[src/hdl/imusfd_pkg.sv]
// ----------------------------------------------------------------------------
// imusfd_pkg
// Types and constants shared by the sensor serial frame decoder modules.
// ----------------------------------------------------------------------------
`default_nettype none

package imusfd_pkg;

  localparam int unsigned WIN_LEN   = 10;
  localparam int unsigned CNT_W     = 4;

  localparam logic [7:0] FRAME_HDR  = 8'h55;
  localparam logic [7:0] TYPE_ACCEL = 8'h51;
  localparam logic [7:0] TYPE_GYRO  = 8'h52;
  localparam logic [7:0] TYPE_ANGLE = 8'h53;

  localparam int unsigned AXIS_W    = 20;
  localparam int unsigned TEMP_W    = 15;

  // temperature offset in centidegrees
  localparam logic signed [TEMP_W-1:0] TEMP_OFS = 15'sd3653;
  // ceil(2^22 / 17) * 5: |t| * 100 / 340 == (|t| * TEMP_RCP) >> 22
  localparam logic [20:0] TEMP_RCP = 21'd1233620;
  localparam int unsigned TEMP_SHR  = 22;

  typedef enum logic [1:0] {
    KIND_ACCEL = 2'd0,
    KIND_GYRO  = 2'd1,
    KIND_ANGLE = 2'd2
  } kind_e;

  // raw fields of one accepted frame
  typedef struct packed {
    kind_e              kind;
    logic signed [15:0] raw_x;
    logic signed [15:0] raw_y;
    logic signed [15:0] raw_z;
    logic signed [15:0] raw_t;
  } frame_t;

  // scaled result
  typedef struct packed {
    kind_e                     kind;
    logic signed [AXIS_W-1:0]  axis_x;
    logic signed [AXIS_W-1:0]  axis_y;
    logic signed [AXIS_W-1:0]  axis_z;
    logic signed [TEMP_W-1:0]  temp_centi;
  } result_t;

endpackage

`default_nettype wire

[src/hdl/imusfd_frame_check.sv]
// ----------------------------------------------------------------------------
// imusfd_frame_check
// Sliding byte window with running sum; detects valid frames and registers
// their raw fields.
// ----------------------------------------------------------------------------
`default_nettype none

module imusfd_frame_check (
  input  wire logic                  clk_i,
  input  wire logic                  rst_ni,
  input  wire logic                  in_valid_i,
  input  wire logic [7:0]            byte_i,
  output logic                       in_ready_o,
  input  wire logic                  adv_i,
  output logic                       frm_vld_o,
  output imusfd_pkg::frame_t         frm_o
);

  logic [7:0]                        win_q [imusfd_pkg::WIN_LEN];
  logic [7:0]                        sum_q, sum_d;
  logic [imusfd_pkg::CNT_W-1:0]      skip_q, skip_d;
  logic [imusfd_pkg::CNT_W-1:0]      fill_q, fill_d;
  logic                              frm_vld_q, frm_vld_d;
  imusfd_pkg::frame_t                frm_q, frm_d;

  logic in_fire;
  logic check;
  logic accept;
  logic known;
  imusfd_pkg::kind_e kind;

  assign in_ready_o = !frm_vld_q || adv_i;
  assign in_fire    = in_valid_i && in_ready_o;

  assign check  = (fill_q == imusfd_pkg::CNT_W'(imusfd_pkg::WIN_LEN)) &&
                  (skip_q == '0);
  assign accept = in_fire && check && (win_q[0] == imusfd_pkg::FRAME_HDR) &&
                  (sum_q == byte_i);

  always_comb begin
    known = 1'b1;
    kind  = imusfd_pkg::KIND_ACCEL;
    case (win_q[1])
      imusfd_pkg::TYPE_ACCEL: kind = imusfd_pkg::KIND_ACCEL;
      imusfd_pkg::TYPE_GYRO:  kind = imusfd_pkg::KIND_GYRO;
      imusfd_pkg::TYPE_ANGLE: kind = imusfd_pkg::KIND_ANGLE;
      default:                known = 1'b0;
    endcase
  end

  always_comb begin
    // window sum tracks entering and leaving bytes
    sum_d  = sum_q;
    skip_d = skip_q;
    fill_d = fill_q;
    if (in_fire) begin
      sum_d = sum_q + byte_i - win_q[0];
      if (accept) begin
        skip_d = imusfd_pkg::CNT_W'(imusfd_pkg::WIN_LEN);
      end else if (skip_q != '0) begin
        skip_d = skip_q - 1'b1;
      end
      if (fill_q != imusfd_pkg::CNT_W'(imusfd_pkg::WIN_LEN)) begin
        fill_d = fill_q + 1'b1;
      end
    end
  end

  always_comb begin
    frm_vld_d = frm_vld_q;
    if (in_ready_o) begin
      frm_vld_d = accept && known;
    end
    frm_d.kind  = kind;
    frm_d.raw_x = {win_q[3], win_q[2]};
    frm_d.raw_y = {win_q[5], win_q[4]};
    frm_d.raw_z = {win_q[7], win_q[6]};
    frm_d.raw_t = {win_q[9], win_q[8]};
  end

  always_ff @(posedge clk_i or negedge rst_ni) begin
    if (!rst_ni) begin
      for (int i = 0; i < imusfd_pkg::WIN_LEN; i++) begin
        win_q[i] <= '0;
      end
      sum_q     <= '0;
      skip_q    <= '0;
      fill_q    <= '0;
      frm_vld_q <= 1'b0;
    end else begin
      if (in_fire) begin
        for (int i = 0; i < imusfd_pkg::WIN_LEN - 1; i++) begin
          win_q[i] <= win_q[i+1];
        end
        win_q[imusfd_pkg::WIN_LEN-1] <= byte_i;
      end
      sum_q     <= sum_d;
      skip_q    <= skip_d;
      fill_q    <= fill_d;
      frm_vld_q <= frm_vld_d;
    end
  end

  always_ff @(posedge clk_i) begin
    if (in_fire) begin
      frm_q <= frm_d;
    end
  end

  assign frm_vld_o = frm_vld_q;
  assign frm_o     = frm_q;

endmodule

`default_nettype wire

[src/hdl/imusfd_scale.sv]
// ----------------------------------------------------------------------------
// imusfd_scale
// Constant scaling of raw axes to Q8 and temperature to centidegrees.
// ----------------------------------------------------------------------------
`default_nettype none

module imusfd_scale (
  input  wire imusfd_pkg::frame_t frm_i,
  output imusfd_pkg::result_t     res_o
);

  function automatic logic signed [imusfd_pkg::AXIS_W-1:0] scale_axis(
    input imusfd_pkg::kind_e kind,
    input logic signed [15:0] raw
  );
    logic signed [23:0] ext;
    logic signed [23:0] prod;
    logic signed [23:0] res;
    ext  = {{8{raw[15]}}, raw};
    prod = '0;
    res  = '0;
    // raw * scale * 256 / 32768, floored
    case (kind)
      imusfd_pkg::KIND_ACCEL: res = ext >>> 3;
      imusfd_pkg::KIND_GYRO: begin
        prod = ext * 24'sd125;
        res  = prod >>> 3;
      end
      imusfd_pkg::KIND_ANGLE: begin
        prod = ext * 24'sd45;
        res  = prod >>> 5;
      end
      default: res = '0;
    endcase
    return res[imusfd_pkg::AXIS_W-1:0];
  endfunction

  logic                              t_neg;
  logic [15:0]                       t_mag;
  logic [36:0]                       t_prod;
  logic signed [imusfd_pkg::TEMP_W-1:0] t_quo;

  always_comb begin
    t_neg  = frm_i.raw_t[15];
    t_mag  = t_neg ? 16'(-frm_i.raw_t) : 16'(frm_i.raw_t);
    t_prod = 37'(t_mag) * 37'(imusfd_pkg::TEMP_RCP);
    // quotient is truncated toward zero
    t_quo  = {1'b0, t_prod[imusfd_pkg::TEMP_SHR+13:imusfd_pkg::TEMP_SHR]};
    if (t_neg) begin
      t_quo = -t_quo;
    end
    res_o.kind       = frm_i.kind;
    res_o.axis_x     = scale_axis(frm_i.kind, frm_i.raw_x);
    res_o.axis_y     = scale_axis(frm_i.kind, frm_i.raw_y);
    res_o.axis_z     = scale_axis(frm_i.kind, frm_i.raw_z);
    res_o.temp_centi = t_quo + imusfd_pkg::TEMP_OFS;
  end

endmodule

`default_nettype wire

[src/hdl/imu_serial_frame_decoder_unit.sv]
// ----------------------------------------------------------------------------
// imu_serial_frame_decoder_unit
// Decodes 11-byte sensor frames (header, type, three axes, temperature, sum)
// from a byte stream into scaled acceleration, angular rate or angle results.
// ----------------------------------------------------------------------------
//  channel   dir   tdata                         tuser
//  s_axis    in    rx_byte[7:0]                  -
//  m_axis    out   x[19:0] y[39:20] z[59:40]     kind[1:0]
//                  temp_centi[74:60]
//
//  one byte transfer per cycle while s_axis_tready is high; a result leaves after the
//  byte transfer that closes its frame (frame register, then result register)
//  s_axis_tready drops only while both stages hold results that m_axis stalls
//  reset clears the window, its running sum, the skip and fill counters and
//  both valid flags; no clearing pass
// ----------------------------------------------------------------------------
`default_nettype none

module imu_serial_frame_decoder_unit (
  input  wire logic        clk_i,
  input  wire logic        rst_ni,
  input  wire logic        s_axis_tvalid,
  output logic             s_axis_tready,
  input  wire logic [7:0]  s_axis_tdata,   // rx_byte[7:0]
  output logic             m_axis_tvalid,
  input  wire logic        m_axis_tready,
  output logic [79:0]      m_axis_tdata,   // axis_x, axis_y, axis_z, temp_centi, pad
  output logic [1:0]       m_axis_tuser    // kind
);

  logic                 frm_vld;
  imusfd_pkg::frame_t   frm;
  imusfd_pkg::result_t  res;
  imusfd_pkg::result_t  out_q;
  logic                 out_vld_q, out_vld_d;
  logic                 out_en;

  assign out_en = !out_vld_q || m_axis_tready;

  imusfd_frame_check u_check (
    .clk_i      (clk_i),
    .rst_ni     (rst_ni),
    .in_valid_i (s_axis_tvalid),
    .byte_i     (s_axis_tdata),
    .in_ready_o (s_axis_tready),
    .adv_i      (out_en),
    .frm_vld_o  (frm_vld),
    .frm_o      (frm)
  );

  imusfd_scale u_scale (
    .frm_i (frm),
    .res_o (res)
  );

  always_comb begin
    out_vld_d = out_vld_q;
    if (out_en) begin
      out_vld_d = frm_vld;
    end
  end

  always_ff @(posedge clk_i or negedge rst_ni) begin
    if (!rst_ni) begin
      out_vld_q <= 1'b0;
    end else begin
      out_vld_q <= out_vld_d;
    end
  end

  always_ff @(posedge clk_i) begin
    if (out_en && frm_vld) begin
      out_q <= res;
    end
  end

  assign m_axis_tvalid = out_vld_q;
  assign m_axis_tuser  = out_q.kind;
  assign m_axis_tdata  = {5'd0, out_q.temp_centi, out_q.axis_z,
                          out_q.axis_y, out_q.axis_x};

endmodule

`default_nettype wire

[config.mk]
export PLATFORM = sky130hd
export DESIGN_NAME = imu_serial_frame_decoder_unit
export DESIGN_NICKNAME = d
export VERILOG_FILES = /design/src/hdl/imusfd_pkg.sv /design/src/hdl/imusfd_frame_check.sv /design/src/hdl/imusfd_scale.sv /design/src/hdl/imu_serial_frame_decoder_unit.sv
export SDC_FILE = /design/constraint.sdc
export NUM_CORES = 1
export LEC_CHECK = 0
export ABC_CLOCK_PERIOD_IN_PS = 14490
export BUFFER_PORTS_ARGS = -buffer_cell sky130_fd_sc_hd__buf_2
export CAP_MARGIN = 20
export CORE_ASPECT_RATIO = 0.6
export CORE_UTILIZATION = 45
export CTS_CLUSTER_DIAMETER = 50
export DETAILED_ROUTE_END_ITERATION = 12
export RECOVER_POWER = 25
export SKIP_LAST_GASP = 1
export SYNTH_ARGS = -nofsm -noshare
export SYNTH_HDL_FRONTEND = slang
export SYNTH_SLANG_ARGS = --single-unit
[constraint.sdc]
create_clock -name clk_i -period 14.49 [get_ports clk_i]
set_clock_uncertainty 0.2 [all_clocks]
set_input_delay 0.7245 -clock clk_i [delete_from_list [all_inputs] [get_ports clk_i]]
set_output_delay 0.7245 -clock clk_i [all_outputs]
set_load 0.02 [all_outputs]
After elaboration in Yosys (flattened, before gate mapping)
Cells that the tools add are included.
Cells by class
  add/subtract/negate cells: 7
  multiply operators: 7
  equal/unequal tests: 9
  mux-type cells: 9
  reductions and logical operators: 18
Operator list (number)
  $pmux 20 s3: 3
  $mul 16x7->23 const B: 3
  $mul 16x8->23 const B: 3
  $mul 16x19->34 const B: 1
  $eq 8x7->1 const B: 4
  $mux 16: 1
  $neg 16->16: 1
  $add 15x13->15 const B: 1
  $mux 15: 1
  $neg 14->15: 1
  $add 8x8->8: 1
  $eq 8x8->1: 1
  $mux 4: 2
  $sub 8x8->8: 1
  $logic_and 1x1->1: 7
  $add 4x1->4 const B: 1
  $eq 4x4->1 const B: 1
  $logic_not 4->1: 1
  $ne 4x4->1 const B: 1
  $pmux 2 s2: 1
  $reduce_and 2->1: 2
  $reduce_bool 4->1: 1
  $sub 4x1->4 const B: 1
  $reduce_or 3->1: 1
  7 further kinds: 9
Word-level totals
  register bits: 241
  bits of input ports: 12
  output and inout bits: 84
  logic and storage cells: 75

Longest topological paths before layout
  word-level depth: 9
  gate-level depth with buffers: 37
  gate-level depth less buffers: 37

By module
Synthesis repeated with hierarchy kept, for this count alone.
Unflattened totals
  cells, all modules: 2905
  area, all modules: 28765.1 µm²
Modules (own cells, without submodules)
  imusfd_scale: times used 1, cells an instance 2263, area an instance 20000.4 µm², seq. area each 0.0 µm²
  imusfd_frame_check: times used 1, cells an instance 555, area an instance 6357.3 µm², seq. area each 4409.2 µm²
  imu_serial_frame_decoder_unit: times used 1, cells an instance 87, area an instance 2407.3 µm², seq. area each 2337.2 µm²

Worst setup path before layout
Ideal clock, no wire load.
  path type: flip-flop to flip-flop
  from: register u_check.frm_q, in the netlist u_check.frm_o[0]
  to: register out_q, in the netlist m_axis_tdata[73], data pin
  library setup time: 0.264 ns
  data arrival time: 8.236 ns
  data required time: 14.026 ns
  path slack: 5.789 ns
  cell stages (with the launch flop): 35
  buffers on the path: 1
  period minus slack after synthesis: 8.701 ns
  cells stage by stage: edfxtp_1 > inv_1 > ha_1 > nand2_1 > or3_1 > or2_2 > o41ai_1 > xnor2_1 > ha_1 > xnor2_1 > ha_1 > or2_2 > fa_1 > fa_1 > fa_1 > inv_1 > fa_1 > inv_1 > ha_1 > a21oi_1 > o21ai_0 > or4_1 > nand3_1 > ha_1 > buf_1 > nand2b_1 > mux2_2 > nor4_1 > mux2_1 > a211o_1 > a31oi_4 > o21ai_4 > mux2i_1 > o211ai_2 > xnor2_1
RTL lines
  start: declaration: RTL line imusfd_frame_check.sv:24  | imusfd_pkg::frame_t frm_q, frm_d;
  start signal: assignment: RTL line imusfd_frame_check.sv:106  | frm_q <= frm_d;
  end signal: assignment: RTL line imu_serial_frame_decoder_unit.sv:73  | out_q <= res;
  end: declaration: RTL line imu_serial_frame_decoder_unit.sv:34  | imusfd_pkg::result_t out_q;

==> metrics <==
status=finished, violations left; violated checks=capacitance limit, slew limit; cell seen most often among critical-path stages=sky130_fd_sc_hd__ha_1; maximum number of pins on one net before global-route repair=99; most common library cells after synthesis=sky130_fd_sc_hd__inv_1, sky130_fd_sc_hd__ha_1, sky130_fd_sc_hd__fa_1; footprint of the multi-input gates=0.0193 mm^2; starting utilization of the core area=45.6%; Synth Flop Type=sky130_fd_sc_hd__edfxtp_1; post-synthesis cell type with the largest combined area=sky130_fd_sc_hd__fa_1; Hold Fails Final Rpt=0; # IOs=96; min-delay worst type=in2reg; actual transition at the worst max-transition pin=3.64 ns; cell area after synthesis=0.0286 mm^2; clk buf depth=3; final estimated routing congestion in global placement=0.953; leading cell types by total area after synthesis=sky130_fd_sc_hd__fa_1, sky130_fd_sc_hd__ha_1, sky130_fd_sc_hd__edfxtp_1; post-route cell area=0.0311 mm^2; startpoint types=flop; WHS Path Cells=3; horizontal die dimension=327 um; Worst Path Max Fanout=11; count of unique library cells instantiated by Yosys=87; mean instance size in the synthesized netlist=9.89 um^2; count of standard-cell rows=71; area fraction of the dominant cell type after synthesis=24.1%; DRC Markers=0; ANT nets after route=0; area taken by flip-flops and latches=0.00675 mm^2; GRT Total Usage=22.3%; Final min period=9.84 ns; latest clock arrival within the worst-skew pair=0.56 ns; vias after detailed routing=19853; share of cells above drive strength 1=6.51%; RSZ-0062 raised after global routing=false; clock transition time at the flip-flop clock pins of the worst setup and hold paths=0.06 ns; flop and latch count out of synthesis=241; CP Data Arrival Time=9.92 ns; critical path's slowest cell=sky130_fd_sc_hd__edfxtp_1; proportion of synthesized chip area in sequential cells=23.6%; floorplan die height=197 um; final worst-path setup slack=4.65 ns; vias in the first global route=20560; Congestion Overflow GR=0; number of design-rule violations left by the first detailed-router iteration=1367; library cell with the highest instance count after synthesis=sky130_fd_sc_hd__inv_1; area of the die=0.0646 mm^2; required time worst endpoint=14.58 ns; Post-synth ARST share=40.7%; fmax=102 MHz; DR vias/cell=5.18; start point of the worst min-delay path=s_axis_tdata[0]; synthesized netlist cell count=2893; total clock buffers created by CTS=34; fraction of the core area covered by cells at the end of the flow=49.6%; cell count of the worst reg-to-reg path=34; post-cts sizing count=0; core area=0.0627 mm^2; Filler Cell Count=5828; area growth from synthesis to final layout=8.70%; r2r endpoint=m_axis_tdata[73]; placed cell area=0.0300 mm^2; Endpoint, Worst Hold=u_check.frm_d[8]; detailed-placement wirelength estimate=55.6 mm; TritonCTS clock tree=done; Largest stage delay, worst path=0.63 ns; Routed WL=68.6 mm; Fin Setup TNS=0 ns; Crit Reg-Reg Startpoint=u_check.frm_o[0]; detail-routed net length per standard cell=17.9 um; slack of the worst reg-to-reg path=4.65 ns; number of iterations in the first detailed-routing pass=5; total of max-cap violations=5; antenna violations before repair=0; number of H-tree branching levels=2; setup violation total in the final timing report=0; post-placement worst setup slack=4.77 ns; hold buffer count at cts=1; number of nets in the finished design=3748; number of inserted diodes=0; Post-synth EDFFs=143; CTS sink cnt=241; synthesis warning total=0; final worst-path cycle share=67.9%; number of setup buffers added after CTS=0; number of max-slew violations in the final report=236; critical path class=reg2reg; number of port buffers=90; Clock Root Buffer=sky130_fd_sc_hd__clkbuf_16; Rel. slew slack=-143%; first-pass GRT wire length=113 mm; Crit. End Element=flop
kinds of logic (layout without fill, tap and decap cells):
logic type,Yosys count,in the layout,synth area share [%]
multiplexers,26,26,0.945
buffers and inverters,671,771,8.89
flip-flops,241,241,23.6
adder cells (fa/ha/maj),764,764,42.4
other,1,5,0.0131
AO/OA/AOI/OAI,419,419,9.56
AND/OR/NAND/NOR,606,606,9.48
XOR/XNOR,165,165,5.08
worst max path at each step:
stage | startpoint | endpoint | slack [ns] | depth (start not counted)
after floorplan | u_check.frm_o[0] | m_axis_tdata[73] | 5.79 | 34
after global placement | u_check.frm_o[0] | m_axis_tdata[73] | 5.06 | 34
after detailed placement | u_check.frm_o[0] | m_axis_tdata[73] | 4.77 | 34
after CTS | u_check.frm_o[0] | m_axis_tdata[73] | 4.72 | 34
after global routing | u_check.frm_o[0] | m_axis_tdata[73] | 4.01 | 34
final | u_check.frm_o[0] | m_axis_tdata[73] | 4.65 | 34
layout make-up:
| class | count | area share [%] |
|---|---|---|
| multi-input combinational | 1985 | 62.2 |
| sequential | 241 | 21.7 |
| inverter | 607 | 7.33 |
| tap | 839 | 3.38 |
| clock buffer | 41 | 2.92 |
| timing repair buffer | 103 | 1.74 |
| clock inverter | 20 | 0.728 |
flip-flops by register name (all words and copies together) (netlist names):
name               cells
m_axis_tvalid          1
m_axis_tdata          75
u_check.fill_q         4
m_axis_tuser           2
u_check.frm_o         66
u_check.win_q         16
u_check.skip_q         4
u_check.sum_q          8
u_check.frm_d         64
u_check.frm_vld_o      1
stage by stage:
step	std cells	hold slack [ns]
2_1_floorplan	2897	0.224
3_3_place_gp	3774	0.255
3_5_place_dp	3774	0.258
4_1_cts	3836	0.179
5_1_grt	3836	0.233
6_report	3836	0.225
layout by cell type (no fill, tap or decap), drive strengths merged, types with 43 or more instances in the layout:
cell / n
o22ai: 51
nor2: 108
buf: 99
inv: 619
dfrtp: 98
nand2: 318
edfxtp: 143
clkbuf: 44
a21oi: 113
fa: 344
xnor2: 122
nor3: 45
o21ai: 89
xor2: 43
ha: 420
critical path, delay by kind of cell (launching register included):
kind	cells	cell delay (ns)
XOR/XNOR	3	0.71
buffers and inverters	2	0.26
AND/OR/NAND/NOR	8	1.77
flip-flops	1	0.63
adder cells (fa/ha/maj)	9	3.43
multiplexers	3	0.80
AO/OA/AOI/OAI	9	1.75
routing by layer:
layer	wire length, um	track usage, %
met1	36600	35.4
met2	27000	30.9
met3	3920	4.51
met4	1100	4.71
met5	0	0
Power is left out: the tool's default activity adds up to more than one toggle a clock period on the data nets, which glitch-free logic cannot reach.
